==> src/hdl/bdr_pkg.sv <==
`default_nettype none
package bdr_pkg;

  // Limits of the scaler
  localparam int unsigned MAX_OUT_EDGE = 640;
  localparam int unsigned MAX_SRC_EDGE = 4096;

  // Field and register widths
  localparam int unsigned PIX_W  = 8;
  localparam int unsigned SRC_W  = 13;
  localparam int unsigned DST_W  = 10;
  localparam int unsigned CH     = 3;
  localparam int unsigned SUM_W  = 32;
  localparam int unsigned CNT_W  = 25;
  localparam int unsigned PROD_W = 2 * SRC_W;
  localparam int unsigned ADDR_W = $clog2(MAX_OUT_EDGE);
  localparam int unsigned CIDX_W = 2;

  // Configuration register indexes
  localparam logic [CIDX_W-1:0] CFG_SRC_WIDTH  = 2'd0;
  localparam logic [CIDX_W-1:0] CFG_SRC_HEIGHT = 2'd1;
  localparam logic [CIDX_W-1:0] CFG_DST_WIDTH  = 2'd2;
  localparam logic [CIDX_W-1:0] CFG_DST_HEIGHT = 2'd3;

  localparam logic [SRC_W-1:0] SRC_MAX_V = SRC_W'(MAX_SRC_EDGE);
  localparam logic [SRC_W-1:0] OUT_MAX_V = SRC_W'(MAX_OUT_EDGE);

  // Multiplier operand select
  typedef enum logic [1:0] {
    MUL_COUNT,
    MUL_COL,
    MUL_ROW
  } mul_sel_t;

  // Divider operand select
  typedef enum logic [2:0] {
    DIV_MEAN,
    DIV_COL,
    DIV_ROW,
    DIV_ICOL,
    DIV_IROW
  } div_sel_t;

  // Destination of a divider result
  typedef enum logic [2:0] {
    ST_OUT,
    ST_COL,
    ST_ROW,
    ST_ICOL,
    ST_IROW
  } store_sel_t;

  typedef struct packed {
    logic       load_pix;
    logic       ram_rd;
    logic       acc;
    logic       mul_en;
    mul_sel_t   mul_sel;
    logic       div_start;
    div_sel_t   div_sel;
    logic       store;
    store_sel_t store_sel;
    logic       advance;
  } dp_cmd_t;

  typedef struct packed {
    logic div_busy;
    logic out_free;
    logic emit;
    logic need_col;
    logic need_row;
  } dp_stat_t;

endpackage
`default_nettype wire

==> src/hdl/bdr_ctrl.sv <==
`default_nettype none
module bdr_ctrl (
  input  wire logic               clk,
  input  wire logic               rst_n,
  input  wire logic               cfg_wr_en,
  input  wire logic               in_valid,
  output logic                    in_stall,
  input  wire bdr_pkg::dp_stat_t  stat,
  output bdr_pkg::dp_cmd_t        cmd
);
  import bdr_pkg::*;

  typedef enum logic [3:0] {
    S_INIT_COL,
    S_INIT_COLW,
    S_INIT_ROW,
    S_INIT_ROWW,
    S_IDLE,
    S_READ,
    S_ACC,
    S_COUNT,
    S_MEAN,
    S_MEANW,
    S_EMIT,
    S_ADV,
    S_EDGE_MUL,
    S_EDGE_DIV,
    S_EDGE_W
  } state_t;

  state_t state_r, state_nxt;
  logic   edge_row_r, edge_row_nxt;

  // next state and command decode
  always_comb begin
    state_nxt    = state_r;
    edge_row_nxt = edge_row_r;
    cmd          = '0;
    unique case (state_r)
      S_INIT_COL: begin
        cmd.div_start = 1'b1;
        cmd.div_sel   = DIV_ICOL;
        state_nxt     = S_INIT_COLW;
      end
      S_INIT_COLW: begin
        if (!stat.div_busy) begin
          cmd.store     = 1'b1;
          cmd.store_sel = ST_ICOL;
          state_nxt     = S_INIT_ROW;
        end
      end
      S_INIT_ROW: begin
        cmd.div_start = 1'b1;
        cmd.div_sel   = DIV_IROW;
        state_nxt     = S_INIT_ROWW;
      end
      S_INIT_ROWW: begin
        if (!stat.div_busy) begin
          cmd.store     = 1'b1;
          cmd.store_sel = ST_IROW;
          state_nxt     = S_IDLE;
        end
      end
      S_IDLE: begin
        if (in_valid) begin
          cmd.load_pix = 1'b1;
          cmd.ram_rd   = 1'b1;
          state_nxt    = S_READ;
        end
      end
      S_READ: state_nxt = S_ACC;
      S_ACC: begin
        cmd.acc   = 1'b1;
        state_nxt = stat.emit ? S_COUNT : S_ADV;
      end
      S_COUNT: begin
        cmd.mul_en  = 1'b1;
        cmd.mul_sel = MUL_COUNT;
        state_nxt   = S_MEAN;
      end
      S_MEAN: begin
        cmd.div_start = 1'b1;
        cmd.div_sel   = DIV_MEAN;
        state_nxt     = S_MEANW;
      end
      S_MEANW: begin
        if (!stat.div_busy) begin
          state_nxt = S_EMIT;
        end
      end
      S_EMIT: begin
        if (stat.out_free) begin
          cmd.store     = 1'b1;
          cmd.store_sel = ST_OUT;
          state_nxt     = S_ADV;
        end
      end
      S_ADV: begin
        cmd.advance = 1'b1;
        priority if (stat.need_col) begin
          edge_row_nxt = 1'b0;
          state_nxt    = S_EDGE_MUL;
        end else if (stat.need_row) begin
          edge_row_nxt = 1'b1;
          state_nxt    = S_EDGE_MUL;
        end else begin
          state_nxt = S_IDLE;
        end
      end
      S_EDGE_MUL: begin
        cmd.mul_en  = 1'b1;
        cmd.mul_sel = edge_row_r ? MUL_ROW : MUL_COL;
        state_nxt   = S_EDGE_DIV;
      end
      S_EDGE_DIV: begin
        cmd.div_start = 1'b1;
        cmd.div_sel   = edge_row_r ? DIV_ROW : DIV_COL;
        state_nxt     = S_EDGE_W;
      end
      S_EDGE_W: begin
        if (!stat.div_busy) begin
          cmd.store     = 1'b1;
          cmd.store_sel = edge_row_r ? ST_ROW : ST_COL;
          state_nxt     = S_IDLE;
        end
      end
      default: state_nxt = S_INIT_COL;
    endcase
  end

  // state register; a config write restarts the frame setup
  always_ff @(posedge clk) begin
    if (!rst_n || cfg_wr_en) begin
      state_r    <= S_INIT_COL;
      edge_row_r <= 1'b0;
    end else begin
      state_r    <= state_nxt;
      edge_row_r <= edge_row_nxt;
    end
  end

  assign in_stall = (state_r != S_IDLE);

  // pixel transfer only in idle, which then launches the sum read
  a_accept_read: assert property (@(posedge clk) disable iff (!rst_n)
    (in_valid && !in_stall && !cfg_wr_en) |=> (state_r == S_READ))
    else $error("accepted pixel not processed");

  // the divider is never restarted while running a step of this item
  a_div_idle: assert property (@(posedge clk) disable iff (!rst_n)
    (cmd.div_start && state_r != S_INIT_COL) |-> !stat.div_busy)
    else $error("divider restarted while busy");

  // sums are only written right after the read
  a_acc_after_read: assert property (@(posedge clk) disable iff (!rst_n)
    cmd.acc |-> $past(state_r == S_READ))
    else $error("sum write without read");

endmodule
`default_nettype wire

==> config.mk <==
export PLATFORM = sky130hd
export DESIGN_NAME = bdr_ctrl
export DESIGN_NICKNAME = d
export VERILOG_FILES = /design/src/hdl/bdr_pkg.sv /design/src/hdl/bdr_ctrl.sv
export SDC_FILE = /design/constraint.sdc
export NUM_CORES = 1
export LEC_CHECK = 0
export ABC_AREA = 1
export BUFFER_PORTS_ARGS = -buffer_cell sky130_fd_sc_hd__buf_4
export CORE_AREA = 5 5 48 50
export DETAILED_ROUTE_END_ITERATION = 6
export DIE_AREA = 0 0 53 55
export PLACE_DENSITY = 0.54
export SLEW_MARGIN = 20
export SYNTH_ARGS = -nofsm -noshare
export SYNTH_HDL_FRONTEND = slang
export SYNTH_SLANG_ARGS = --single-unit
==> constraint.sdc <==
create_clock -name clk -period 1.15 [get_ports clk]
set_input_delay 0.1725 -clock clk [delete_from_list [all_inputs] [get_ports clk]]
set_output_delay 0.1725 -clock clk [all_outputs]
set_load 0.02 [all_outputs]
==> out/metrics.cfg <==
[detailed_routing]
drc_errors=0
vias=828
finalWirelength_um=2170
dr.first_iter.drc_count=16
wl_per_cell_um=12.3
firstDrtPassIters=4
ant_nets=0
viasPerCell=4.70

[place]
gp_congestion=0.823
dp_slack_ns=-0.163
place_area_um2=936
dp_cells=161
dp_hpwl_um=1590
portBuffers=24

[clock_tree]
cts_buffers=3
cts.sinks=5
cts_tree=built
cts-root-buf=clkbuf_4
clkLatencyLatePin_ns=0.24
cts_htree_levels=1
clk_path_buf_depth=2
cts_hold_buf=0
path_clk_slew_ns=0.05

[layout]
final_common_cell=buf_4
finish.net_count=159
seq_area_um2=113
design_area_um2=1200
syn2layout_area_growth_pct=131
drive_gt1_share_pct=63.1
n_antenna_cell=0
multiInputGateArea_um2=509
fillers=177
finalNonFillerCells=176
most-common-layout-cells=buf_4, nor2_1, nand2_1

[global_routing]
grt_pass1_wl_um=3530
grt_max_degree=7
grtUsageTotal_pct=16.5
grt-ovfl-total=0
antenna_found_initial=0
first_global_vias=817

[status]
violations=negative setup slack
status=finished, violations left

[critical_path]
end_kind=primary output
crit_type=reg -> out
worstPathMaxFanout=4
startpoint_type=register
worst_ep_arrival_time_ns=1.31
crit_required_ns=0.98

[hold_path]
hp-class=in -> reg

[sta]
worst_slew_pin_slew_ns=0.217
fmaxAchievable_ghz=0.675
fin_crit_sh_pct=129
rsz0062_at_grt=yes
setup_tns_ns=-5.18
max-slew-margin-rel_pct=85.5
finClkSkew_ns=0.00653
hold_viol_final=0
finalHoldWorstSlack_ns=0.201
maxSlewViolCount=0
setup_slack_ns=-0.333
min_period_ns=1.48
setup_viol=20

[synthesis]
synth_cell_types=20
ys_seq_area_share_pct=19.2
synth.avg_cell_area_um2=5.61
synth_seq_cells=5
post-synth-top-area-fraction_pct=19.2
ys_top_cells_by_area=dfxtp_1, nand2_1, nor2_1, inv_1, nand3_1
synth_area_leader_cell=dfxtp_1
syn_inst=93
ys_warn_count=0
synth_area_um2=522
syn-num-nets=102

[run]
cap_violations=0

[power_and_ir_drop]
power_leakage_nw=0.589
power_density_nw_per_um2=528
ir_drop_v=0.000447

[die]
die_x_um=53
die_height_um=55
ios=25
core_area_um2=1860
rows=16
dieArea_um2=2920
start_util_pct=28.0

[flip-flops by register name (all words and copies together) (netlist names)]
register    count
edge_row_r      1
state_r         4
[power breakdown]
part           total [W]  switching, W  internal [W]
logic           0.000247      0.000119      0.000127
clock network   0.000202     0.0000709      0.000131
registers       0.000187     0.0000119      0.000175
total           0.000635      0.000202      0.000433
[kinds of logic (layout without fill, tap and decap cells)]
group | count (synthesis) | in the layout | share of synthesized area [%]
and+or+nand+nor | 60 | 60 | 54.2
buffers and inverters | 15 | 71 | 11.5
AOI/OAI and AO/OA | 13 | 13 | 15.1
DFF | 5 | 5 | 19.2
[stage by stage]
stage	utilization (%)	total power (W)
final	64.7	0.000635
after global routing	64.7	0.000679
after CTS	60.9	0.000625
after detailed placement	50.3	0.000374
after global placement	50.3	0.000375
after floorplan	-	0.000286
[metal layers]
metal	routed length, µm	global-route usage [%]	vias to the layer above	share of wire, %
met5	0	0	-	0
met2	1100	27.3	33	50
met3	156	2.14	6	7.2
met4	33	11.1	0	1.5
li1	-	-	418	-
met1	884	20.0	371	41
[final cells by class]
type,instances,area share (%)
clock buffer,4,2.18
inverter,14,5.20
multi-input combinational,73,42.3
sequential,5,9.36
tap,27,2.81
timing repair buffer,53,38.1
[critical path, stage by stage (launching register included)]
cell	delay (ns)
dfxtp_2	0.33
buf_12	0.13
nor2_4	0.19
nand2_4	0.09
o2111ai_2	0.18
buf_6	0.15
[synth_stat cells]
cell type and count:
nand2_1 21, o211a_1 1, nor3b_1 1, o2111ai_1 1, nand3_1 6, inv_2 3
dfxtp_1 5, o21ai_0 6, nand2_2 2, nand4_1 1, inv_1 11, nor2_1 21
nand2_4 2, nor2_4 1, nor3_1 2, a21oi_1 3, o211ai_1 2, buf_4 1
nand3_2 1, nand3b_1 2
[final timing paths]
check / slack, ns / startpoint / cells past startpoint / to
setup / recovery: -0.33 / state_r[3] / 5 / cmd[4]
hold reg to reg: 0.62 / state_r[3] / 3 / state_r[3]
hold / removal: 0.20 / cfg_wr_en / 4 / state_r[1]
setup reg to reg: -0.27 / state_r[1] / 8 / state_r[2]
[timing repair]
| action | 4_1_cts | 5_1_grt |
|---|---|---|
| pin swaps | 11 | 6 |
| gates resized for setup | 33 | 11 |
| gates cloned | 0 | 0 |
| buffers inserted | 8 | 3 |
| endpoints found under the setup margin | 21 | 21 |
(Power assumes the default switching activity.)
